==> src/rtl/vtpd_pkg.sv <==
package vtpd_pkg;

   localparam int unsigned REG_COUNT  = 8;
   localparam int unsigned CSR_IDX_W  = 4;
   localparam int unsigned Q_BITS     = 33;
   localparam int unsigned NUM_W      = 50;
   localparam int unsigned DEN_W      = 33;
   localparam int unsigned WIDE_W     = 67;
   localparam int unsigned ROW_LAT    = 3;
   localparam int unsigned DIV_LAT    = Q_BITS + 2;
   localparam int unsigned TOTAL_LAT  = ROW_LAT + DIV_LAT;

   localparam logic signed [31:0] QMAX = 32'sh7FFF_FFFF;
   localparam logic signed [31:0] QMIN = 32'sh8000_0000;

   localparam logic [63:0] RESET_ROW_COLS01 [0:3] = '{
      64'h0000_0000_0001_0000, 64'h0001_0000_0000_0000,
      64'h0000_0000_0000_0000, 64'h0000_0000_0000_0000};
   localparam logic [63:0] RESET_ROW_COLS23 [0:3] = '{
      64'h0000_0000_0000_0000, 64'h0000_0000_0000_0000,
      64'h0000_0000_0001_0000, 64'h0001_0000_0000_0000};

   typedef struct packed {
      logic [3:0][31:0] raw;
      logic             row_sat;
   } side_type;

   typedef struct packed {
      logic [31:0] proj;
      logic        sat;
   } quot_type;

endpackage

==> src/rtl/vtpd_csr.sv <==
module vtpd_csr
   import vtpd_pkg::*;
(
   input  logic                 clock,
   input  logic                 reset,
   input  logic                 csr_valid,
   output logic                 csr_ready,
   input  logic [CSR_IDX_W-1:0] csr_index,
   input  logic [63:0]          csr_data,
   output logic [3:0][63:0]     cols01,
   output logic [3:0][63:0]     cols23
);

   logic [3:0][63:0] cols01_ff;
   logic [3:0][63:0] cols23_ff;

   assign csr_ready = 1'b1;
   assign cols01    = cols01_ff;
   assign cols23    = cols23_ff;

   always_ff @(posedge clock) begin
      if (reset) begin
         for (int r = 0; r < 4; r++) begin
            cols01_ff[r] <= RESET_ROW_COLS01[r];
            cols23_ff[r] <= RESET_ROW_COLS23[r];
         end
      end else if (csr_valid && csr_index < CSR_IDX_W'(REG_COUNT)) begin
         if (csr_index[0]) begin
            cols23_ff[csr_index[2:1]] <= csr_data;
         end else begin
            cols01_ff[csr_index[2:1]] <= csr_data;
         end
      end
   end

endmodule

==> config.mk <==
export PLATFORM = sky130hd
export DESIGN_NAME = vtpd_csr
export DESIGN_NICKNAME = d
export VERILOG_FILES = /design/src/rtl/vtpd_pkg.sv /design/src/rtl/vtpd_csr.sv
export SDC_FILE = /design/constraint.sdc
export NUM_CORES = 1
export LEC_CHECK = 0
export BUFFER_PORTS_ARGS = -buffer_cell sky130_fd_sc_hd__buf_2
export CAP_MARGIN = 10
export CORE_AREA = 2 2 229 231
export DETAILED_ROUTE_END_ITERATION = 10
export DIE_AREA = 0 0 231 233
export MAX_ROUTING_LAYER = met4
export PLACE_DENSITY_LB_ADDON = 0.08
export SYNTH_ARGS = -nofsm -noshare
export SYNTH_HDL_FRONTEND = slang
export SYNTH_SLANG_ARGS = --single-unit
==> constraint.sdc <==
create_clock -name clock -period 2.1 [get_ports clock]
set_clock_uncertainty 0.05 [all_clocks]
set_input_delay 0.63 -clock clock [delete_from_list [all_inputs] [get_ports clock]]
set_output_delay 0.63 -clock clock [all_outputs]
set_load 0.01 [all_outputs]
; After elaboration in Yosys (flattened, before gate mapping)
; Index checks and enable logic that the tools add are counted.
[word_totals]
reg_bits = 512
in_bits = 71
out_inout_bits = 513
word_cells = 20
[op_classes]
order_cmp = 3
n_mux = 4
bitwise_logic = 1
reduce_logical = 4
[ops]
columns = cell, count
row1 = bitwise mux 256 bit, 2
row2 = demux 64 bit (select 2 bit), 1
row3 = two-way mux 64 bit, 1
row4 = "< comparator 4 bit, second input constant", 1
row5 = AND reduction 2 bit, 2
row6 = "< comparator 2 x 3 -> 1 bit, second input constant", 1
row7 = ">= comparator 2 x 1 -> 1 bit, second input constant", 1
row8 = logical AND 1 bit, 2
row9 = NOT 1 bit, 1

; Logic depth before layout (Yosys ltp)
; Gate-level depths: netlist of run 1.
[logic_depth]
word_depth = 5
mapped_depth = 7
ltp_nobuf = 3

; Worst setup path after synthesis of run 1
; Ideal clock, no wire load.
[synth_timing]
kind = input -> register
start = in csr_index[1]
end = reg cols01_ff, in the netlist cols01[48]
setup_time_ns = 0.072
arrival_ns = 1.601
required_time_ns = 1.978
setup_slack_ns = 0.377
path_stages = 5
path_cell_list = nor3b_2 -> and2_1 -> buf_4 -> buf_4 -> mux2i_1
[synth_between]
elab_chain_cells = 5
[synth_rtl]
columns = item, line
row1 = "start, declared", vtpd_csr.sv:8  ; input logic [CSR_IDX_W-1:0] csr_index,
row2 = < comparator 2 x 3 -> 1 bit (implied by the code) or >= comparator 2 x 1 -> 1 bit (tied branches), vtpd_csr.sv:31  ; cols01_ff[csr_index[2:1]] <= csr_data;
row3 = logical AND 1 bit (implied by the code), vtpd_csr.sv:31
row4 = two-way mux 64 bit (implied by the code), vtpd_csr.sv:31
row5 = demux 64 bit (select 2 bit), vtpd_csr.sv:31
row6 = bitwise mux 256 bit, vtpd_csr.sv:31
row7 = "end signal, assigned by index", vtpd_csr.sv:24  ; cols01_ff[r] <= RESET_ROW_COLS01[r];
row8 = "end signal, assigned by index", vtpd_csr.sv:31
row9 = "end, declared", vtpd_csr.sv:14  ; logic [3:0][63:0] cols01_ff;
; Several ways; a longest one is shown, not always the timed one.
; A chain may end at the register's enable or synchronous reset.

; Final worst setup path of run 1
[layout_timing]
start = reg cols23_ff, in the netlist cols23[255]
end = out cols23[255] (netlist bit)
[layout_lines]
columns = item, line
row1 = "start, declared", vtpd_csr.sv:15  ; logic [3:0][63:0] cols23_ff;
row2 = "start signal, assigned by index", vtpd_csr.sv:25  ; cols23_ff[r] <= RESET_ROW_COLS23[r];
row3 = "start signal, assigned by index", vtpd_csr.sv:29  ; cols23_ff[csr_index[2:1]] <= csr_data;
row4 = "end, declared", vtpd_csr.sv:11  ; output logic [3:0][63:0] cols23
; No word-level cell between the ends.

==> out/results.txt, run 1 <==
status -> completed
hold path endpoint -> cols01[16]
flip-flop and latch count after synthesis -> 512
Syn Nets -> 1870
standard cell with the maximum stage delay on the critical path -> dfxtp_1
maximum net fanout on the critical path -> 2
Switching Share -> 0.223
fraction of the cycle the final worst path needs -> 0.878
filler cell count -> 4767
Power, Total -> 21.1 mW
TritonCTS Sinks -> 512
clock edge transition at the registers on the reported setup and hold paths -> 50 ps
Final Max Tran Viols -> 0
list of cells traversed by the critical path -> buf_2
largest area contributor in the netlist -> dfxtp_1
Port-buffer cells -> 582
area inside the core boundary -> 51100 um^2
nets@finish -> 2406
total die area -> 53800 um^2
Final GP Congestion -> 0.838
TritonCTS Buffers -> 57
Setup crit start kind -> register
post-route minimum period -> 1840 ps
total standard cell area after synthesis -> 20000 um^2
required arrival time at the worst endpoint -> 1420 ps
FFs w/ async S/R, synth -> 0
PwrDens -> 820 nW/um^2
Largest stage delay, worst path -> 370 ps
arrival time of data at the critical path endpoint -> 1160 ps
leakage power -> 14.1 nW
share of final-layout standard cells stronger than drive strength 1 -> 0.320
Slew headroom -> 0.665
internal power component -> 16.4 mW
reg2reg end -> cols23[255]
source of the worst hold timing path -> csr_data[16]
number of standard cells in the final layout excluding fillers -> 3058
part of the Yosys area used for sequential elements -> 0.513
largest cells by area after synthesis -> dfxtp_1 51%, mux2i_1 26%, nand2b_1 18%
R2R depth -> 2
largest voltage drop on the vdd net -> 0.000573 V
switching power -> 4.69 mW
pin count of the biggest net entering global routing -> 67
relative area change from synthesis to final layout -> 28.5%
sequential fraction of design power -> 0.470
area fraction of the dominant cell type after synthesis -> 0.513
I/O Pins -> 584
H-tree levels -> 2
final hold violations -> 0
cell family contributing the most delay on the critical path -> flip-flops
max-cap violations -> 0
Max Freq -> 0.542 GHz
buffers inserted during post-CTS setup optimization -> 0
Syn Area/Cell -> 11.1 um^2
setup-violating endpoint count in the final report -> 0
remaining global-route overflow -> 0
number of antenna violations at the first check in global routing -> 1
library cell with the highest instance count after synthesis -> nand2b_1
worst-skew pair later-pin latency -> 590 ps
RSZ-0062 raised after global routing -> no
overall routing resource usage -> 0.241
startpoint-to-endpoint class of the critical path -> reg2out
number of warning messages in the yosys log -> 0
number of cells upsized or downsized after cts -> 0
vias -> 14300
starting utilization of the core area -> 0.391
number of synthesized flops with an enable pin -> 0
Max clock buf depth -> 3
Inst Count DP -> 2956
Slew @ Worst Pin -> 502 ps
number of remaining DRC errors -> 0
wire length after detailed routing -> 64.6 mm
drt first-iter violations -> 595
buffer type at the clock tree root -> clkbuf_16
via density per instance -> 4.69
WL/cell -> 21.1 um
CP bufs+invs -> 1
final antenna-violating net count -> 0
top cells by instance count after synthesis -> 572 x nand2b_1, 512 x dfxtp_1, 512 x mux2i_1
Hold Path Depth -> 3
synthesized instance count -> 1799
Setup crit end kind -> output pin
final sum of negative setup slack -> 0 ps
floorplan row count -> 83
number of unique standard cell types used by synthesis -> 20
most used flip-flop cell after synthesis -> dfxtp_1
worst min-delay path category -> in2reg
vertical die dimension -> 233 um
number of global-route vias before repair -> 14400
total of hold buffers inserted after clock tree synthesis -> 0
die width -> 231 um
share of power burned in combinational logic -> 0.059
detailed-router iteration count before antenna repair -> 4
worst hold margin -> 297 ps
HPWL after detailed placement -> 45.7 mm
CTS tree -> done
reg2reg setup slack -> 1400 ps
clock power share -> 0.471
Reg-to-Reg Start -> cols23[255]
wire length of the first global-routing pass -> 95.2 mm
-- metal layers --
layer | routed length [um] | vias to the layer above | global-route usage
li1 | - | 6916 | -
met2 | 30900 | 404 | 0.393
met1 | 27600 | 6923 | 0.291
met3 | 4330 | 100 | 0.0616
met4 | 1820 | 0 | 0.0772
met5 | 0 | - | -
-- stage by stage --
stage	setup slack, ps	util	area (um^2)
finish	255	0.503	25700
global route	231	0.503	25700
CTS	221	0.503	25700
detailed placement	45.4	0.466	23800
global placement	106	0.466	23800
floorplan	377	-	20000
-- area by class of cell --
cell class / instances / area (um^2) / area share
tap: 680 / 851 / 0.0331
antenna: 1 / 2.50 / 0.0000974
multi-input combinational: 1106 / 8870 / 0.345
sequential: 512 / 10200 / 0.399
clock buffer: 86 / 1730 / 0.0672
timing repair buffer: 658 / 3830 / 0.149
clock inverter: 15 / 154 / 0.00599
-- flip-flops by register name (all words and copies together) (netlist names) --
| register | count |
|---|---|
| cols01 | 256 |
| cols23 | 256 |
-- worst max path at each step --
stage | cells after the start | end | slack (ps) | startpoint
finish | 1 | cols23[255] | 260 | cols23[255]
CTS | 1 | cols23[255] | 220 | cols23[255]
global route | 1 | cols23[255] | 230 | cols23[255]
detailed placement | 5 | cols01[108] | 50 | csr_index[0]
global placement | 5 | cols01[91] | 110 | csr_index[0]
floorplan | 5 | cols01[48] | 380 | csr_index[1]
-- cell usage in the layout, fill, tap and decap left out --
master     synthesis  final
nand3_2            1      1
buf_4             25     49
bufinv_16          0      3
nor3b_2            1      1
clkbuf_16          0     57
buf_12             0     27
conb_1             1      1
mux2i_1          512    512
nor2b_1            2      2
nand2_2            4      1
clkinv_4           0      1
and3b_1            1      1
nor2_1             7      7
nand2_4            1      5
dfxtp_1          512    512
diode_2            0      1
buf_2             28    581
clkbuf_1          93     10
clkinv_2           0     11
buf_8              0      1
nand3_4            0      1
and3_2             0      1
clkbuf_8           0     19
and2_2             0      1
nand2b_1         572    572
-- cell families (layout without fill, tap and decap cells) --
group,Yosys count,count (layout),share of synthesized area
buffers and inverters,181,759,0.0453
muxes,512,512,0.256
other,1,2,0.000188
and+or+nand+nor,593,593,0.185
DFF,512,512,0.513
-- power by group through the flow --
stage               Clock, mW  Sequential [mW]  Combinational, mW
CTS                      10.2             9.91               1.26
finish                   9.91             9.91               1.24
detailed placement          0             10.1               1.25
global route             10.6             9.92               1.32
floorplan                   0             10.2              0.654
global placement            0             10.1               1.25
No activity file was read; power rests on OpenSTA's default activity.
==> run 2, diff against run 1 <==
--- a/config.mk
+++ b/config.mk
@@ -12,6 +12,7 @@
 export DIE_AREA = 0 0 231 233
 export MAX_ROUTING_LAYER = met4
 export PLACE_DENSITY_LB_ADDON = 0.08
+export RECOVER_POWER = 100
 export SYNTH_ARGS = -nofsm -noshare
 export SYNTH_HDL_FRONTEND = slang
 export SYNTH_SLANG_ARGS = --single-unit
==> out/results.txt, run 2 (synthesis gave the netlist of run 1 again) <==
I/O Pins -> 584 (unchanged)
leakage power -> 11.7 nW (-17%)
filler cell count -> 4993 (+4.7%)
final sum of negative setup slack -> 0 ps (unchanged)
max-cap violations -> 0 (unchanged)
vertical die dimension -> 233 um (unchanged)
worst-skew pair later-pin latency -> 580 ps (about the same)
setup-violating endpoint count in the final report -> 0 (unchanged)
Setup crit end kind -> output pin
number of remaining DRC errors -> 0 (unchanged)
final antenna-violating net count -> 0 (unchanged)
vias -> 14400 (+0.63%)
Hold Path Depth -> 3 (unchanged)
Post-Route Utilization -> 0.485 (-0.0177)
pin count of the biggest net entering global routing -> 67 (unchanged)
reg2reg end -> cols23[255]
share of final-layout standard cells stronger than drive strength 1 -> 0.0984 (-0.221)
source of the worst hold timing path -> csr_data[16]
Slew @ Worst Pin -> 1100 ps (+597 ps)
Max clock buf depth -> 3 (unchanged)
reg2reg setup slack -> 1390 ps (about the same)
RSZ-0062 raised after global routing -> no
maximum net fanout on the critical path -> 2 (unchanged)
R2R depth -> 2 (unchanged)
PwrDens -> 848 nW/um^2 (+3.4%)
overall routing resource usage -> 0.241 (unchanged)
detailed-router iteration count before antenna repair -> 4 (unchanged)
H-tree levels -> 2 (unchanged)
via density per instance -> 4.72 (+0.63%)
final hold violations -> 0 (unchanged)
Reg-to-Reg Start -> cols23[255]
total die area -> 53800 um^2 (unchanged)
Largest stage delay, worst path -> 380 ps (about the same)
most common cell after layout, fill and taps aside -> nand2b_1
commonest cells after routing, fill and taps aside -> 572 x nand2b_1, 530 x clkbuf_1, 512 x mux2i_1, 512 x dfxtp_1, 71 x buf_2
wire length of the first global-routing pass -> 95.2 mm (unchanged)
Power, Total -> 21.0 mW (-0.25%)
remaining global-route overflow -> 0 (unchanged)
CTS tree -> done
TritonCTS Buffers -> 57 (unchanged)
CP bufs+invs -> 1 (unchanged)
hold path endpoint -> cols01[16]
largest voltage drop on the vdd net -> 0.000583 V (+1.7%)
post-route minimum period -> 1940 ps (+91.3 ps)
cell family contributing the most delay on the critical path -> flip-flops
WL/cell -> 21.2 um (+0.41%)
startpoint-to-endpoint class of the critical path -> reg2out
TritonCTS Sinks -> 512 (unchanged)
number of cells upsized or downsized after cts -> 0 (unchanged)
HPWL after detailed placement -> 45.7 mm (unchanged)
floorplan row count -> 83 (unchanged)
number of global-route vias before repair -> 14400 (unchanged)
standard cell with the maximum stage delay on the critical path -> dfxtp_1
status -> completed
total of hold buffers inserted after clock tree synthesis -> 0 (unchanged)
fraction of the cycle the final worst path needs -> 0.922 (+0.0435)
wire length after detailed routing -> 64.9 mm (+0.41%)
clock edge transition at the registers on the reported setup and hold paths -> 50 ps (about the same)
list of cells traversed by the critical path -> clkbuf_1
buffer type at the clock tree root -> clkbuf_16
required arrival time at the worst endpoint -> 1420 ps (about the same)
die width -> 231 um (unchanged)
Max Freq -> 0.517 GHz (-4.7%)
Port-buffer cells -> 582 (unchanged)
Slew headroom -> 0.267 (-0.398)
arrival time of data at the critical path endpoint -> 1260 ps (+100 ps)
starting utilization of the core area -> 0.391 (unchanged)
Final GP Congestion -> 0.838 (unchanged)
Final Max Tran Viols -> 0 (unchanged)
relative area change from synthesis to final layout -> 24.0%
buffers inserted during post-CTS setup optimization -> 0 (unchanged)
Setup crit start kind -> register
drt first-iter violations -> 606 (+1.8%)
number of antenna violations at the first check in global routing -> 1 (unchanged)
nets@finish -> 2406 (unchanged)
worst min-delay path category -> in2reg
area inside the core boundary -> 51100 um^2 (unchanged)
## run 2: final cells by class
cell class                 count  area [um^2]  share of cell area
antenna                        1         2.50            0.000101
clock buffer                  86         1730              0.0696
clock inverter                15          154             0.00621
multi-input combinational   1106         8840               0.357
sequential                   512        10200               0.414
tap                          680          851              0.0343
timing repair buffer         658         2960               0.119
## run 2: worst max path at each step
stage	cells after the start	endpoint	slack, ps	startpoint
floorplan	5	cols01[48]	380	csr_index[1]
global placement	5	cols01[91]	110	csr_index[0]
detailed placement	5	cols01[108]	50	csr_index[0]
CTS	1	cols23[255]	220	cols23[255]
global route	5	cols23[203]	120	csr_index[3]
finish	1	cols23[255]	160	cols23[255]
## run 2: through the flow
| stage | worst slack [ps] | hold WS [ps] | instances | instance area, um^2 |
|---|---|---|---|---|
| finish | 164 | 296 | 3058 | 24800 |
| global route | 119 | 285 | 3058 | 24800 |
| detailed placement | 45.4 | 407 | 2956 | 23800 |
| floorplan | 377 | 442 | 1799 | 20000 |
| global placement | 106 | 405 | 2956 | 23800 |
| CTS | 221 | 258 | 3057 | 25700 |
## run 2: power breakdown
group,internal (mW),switching [mW],total (mW)
logic,0.493,0.686,1.18
registers,9.84,0.0691,9.91
clock network,5.98,3.94,9.92
total,16.3,4.69,21.0
## run 2: worst reg2reg max path: cells and delay by family, from the launching register on
kind	cells	cell delay, ps
muxes	1	130
and+or+nand+nor	1	80
DFF	1	380
## run 2: layer usage
metal,global-route usage,share of wire,vias to the layer above
li1,-,-,6919
met1,0.291,0.43,7004
met2,0.393,0.48,403
met3,0.0616,0.065,108
met4,0.0772,0.031,0
met5,-,0,-
==> run 3, diff against run 2 <==
--- a/config.mk
+++ b/config.mk
@@ -8,11 +8,13 @@
 export BUFFER_PORTS_ARGS = -buffer_cell sky130_fd_sc_hd__buf_2
 export CAP_MARGIN = 10
 export CORE_AREA = 2 2 229 231
+export CTS_BUF_LIST = sky130_fd_sc_hd__clkbuf_16
 export DETAILED_ROUTE_END_ITERATION = 10
 export DIE_AREA = 0 0 231 233
 export MAX_ROUTING_LAYER = met4
 export PLACE_DENSITY_LB_ADDON = 0.08
 export RECOVER_POWER = 100
+export SKIP_LAST_GASP = 1
 export SYNTH_ARGS = -nofsm -noshare
 export SYNTH_HDL_FRONTEND = slang
 export SYNTH_SLANG_ARGS = --single-unit
==> constraint.sdc (replaced) <==
create_clock -name clock -period 2.1 [get_ports clock]
set_clock_uncertainty 0.05 [all_clocks]
set_input_delay 0 -clock clock [delete_from_list [all_inputs] [get_ports clock]]
set_output_delay 0 -clock clock [all_outputs]
set_load 0.01 [all_outputs]
==> out/results.txt, run 3 (synthesis gave the netlist of run 1 again) <==
total die area -> 53800 um^2 (unchanged)
relative area change from synthesis to final layout -> 24.8%
wire length of the first global-routing pass -> 95.5 mm (+0.32%)
number of antenna cells inserted -> 0 (-1)
PwrDens -> 823 nW/um^2 (-2.9%)
Max clock buf depth -> 3 (unchanged)
pin count of the biggest net entering global routing -> 72 (+7.5%)
arrival time of data at the critical path endpoint -> 2340 ps (+1080 ps)
nets@finish -> 2431 (+1.0%)
final hold violations -> 0 (unchanged)
I/O Pins -> 584 (unchanged)
worst min-delay path category -> in2reg
detailed-router iteration count before antenna repair -> 5 (+1)
leakage power -> 11.7 nW (+0.16%)
final antenna-violating net count -> 0 (unchanged)
setup-violating endpoint count in the final report -> 0 (unchanged)
post-route minimum period -> 1930 ps (-1.03 ps)
Setup Slack @ Placement -> 529 ps (+484 ps)
drt first-iter violations -> 591 (-2.5%)
maximum net fanout on the critical path -> 30 (+28)
die width -> 231 um (unchanged)
worst-case setup margin in the final layout -> 165 ps (+1.03 ps)
startpoint-to-endpoint class of the critical path -> in2reg
share of final-layout standard cells stronger than drive strength 1 -> 0.0765 (-0.0219)
remaining global-route overflow -> 0 (unchanged)
H-tree levels -> 2 (unchanged)
Setup crit end kind -> register
buffers inserted during post-CTS setup optimization -> 0 (unchanged)
Max Freq -> 0.517 GHz (about the same)
TritonCTS Buffers -> 54 (-5.3%)
floorplan row count -> 83 (unchanged)
Final GP Congestion -> 0.844 (+0.68%)
status -> completed
Final Max Tran Viols -> 0 (unchanged)
RSZ-0062 raised after global routing -> no
Slew @ Worst Pin -> 1040 ps (-54.8 ps)
fraction of the cycle the final worst path needs -> 0.921 (about the same)
area inside the core boundary -> 51100 um^2 (unchanged)
required arrival time at the worst endpoint -> 2510 ps (+1090 ps)
HPWL after detailed placement -> 45.0 mm (-1.4%)
clock edge transition at the registers on the reported setup and hold paths -> 60 ps (about the same)
WL/cell -> 21.2 um (-0.15%)
Slew headroom -> 0.303 (+0.0365)
most common cell after layout, fill and taps aside -> nand2b_1
TritonCTS Sinks -> 512 (unchanged)
final sum of negative setup slack -> 0 ps (unchanged)
buffer type at the clock tree root -> clkbuf_16
CTS tree -> done
number of remaining DRC errors -> 0 (unchanged)
via density per instance -> 4.71 (-0.14%)
overall routing resource usage -> 0.242 (+0.000863)
wire length after detailed routing -> 65.4 mm (+0.73%)
Port-buffer cells -> 582 (unchanged)
vias -> 14500 (+0.74%)
vertical die dimension -> 233 um (unchanged)
number of antenna violations at the first check in global routing -> 0 (-1)
number of global-route vias before repair -> 14600 (+1.7%)
Power, Total -> 20.5 mW (-2.2%)
worst-skew pair later-pin latency -> 600 ps (+20 ps)
Setup crit start kind -> input pin
largest voltage drop on the vdd net -> 0.000563 V (-3.4%)
starting utilization of the core area -> 0.391 (unchanged)
max-cap violations -> 0 (unchanged)
commonest cells after routing, fill and taps aside -> 572 x nand2b_1, 517 x clkbuf_1, 512 x mux2i_1, 512 x dfxtp_1, 69 x buf_2
filler cell count -> 5030 (+0.74%)
-- run 3: cell count changes in the layout (fill, tap and decap cells not counted), sizes merged --
cell         change
clkinv          +22
inv              +5
bufinv           +3
clkbuf          -29
dlygate4sd3     +66
diode            -1
clkinvlp         +1
buf             -40
-- run 3: what timing repair did --
action,in CTS,in global routing
endpoints found under the hold margin,495,0
hold buffers,66,0
resized for setup,0,0
-- run 3: per-layer routing --
layer,vias up,global-route usage,wire [um]
met5,-,-,0
met4,0,0.0867,2690
met3,122,0.0640,4430
met2,418,0.397,31000
met1,7015,0.285,27300
li1,6986,-,-
-- run 3: final cells by class --
cell class,count,area [um^2],share of cell area
tap,680,851,0.0341
timing repair buffer,686,3270,0.131
multi-input combinational,1106,8850,0.355
sequential,512,10200,0.411
clock inverter,46,353,0.0141
clock buffer,55,1380,0.0552
-- run 3: worst paths after layout --
| check | start | endpoint | slack, ps | cells past startpoint |
|---|---|---|---|---|
| hold reg to reg | cols23[255] | cols23[255] | 420 | 2 |
| hold / removal | csr_index[2] | cols23[83] | 60 | 4 |
| setup reg to reg | cols01[93] | cols01[93] | 1370 | 2 |
| setup / recovery | csr_index[1] | cols01[4] | 170 | 7 |
-- run 3: stage by stage --
| step | cell area, um^2 | instances | hold slack [ps] | util |
|---|---|---|---|---|
| 5_1_grt | 25000 | 3085 | 70.0 | 0.488 |
| 3_3_place_gp | 23400 | 2918 | 264 | 0.459 |
| 2_1_floorplan | 20000 | 1799 | 121 | - |
| 6_report | 25000 | 3085 | 58.9 | 0.488 |
| 3_5_place_dp | 23400 | 2918 | 276 | 0.459 |
| 4_1_cts | 25800 | 3085 | 19.0 | 0.505 |
-- run 3: worst max-delay path, cell delays in order --
cell,delay [ps]
dlygate4sd3_1,540
clkbuf_1,130
nor3b_2,270
dlygate4sd3_1,620
nand2_2,260
buf_8,310
mux2i_1,170
-- run 3: power breakdown --
group	internal, mW	switching, mW	leakage (nW)
logic	0.516	0.688	6.72
registers	9.84	0.0697	4.13
clock network	5.46	3.97	0.868
total	15.8	4.73	11.7
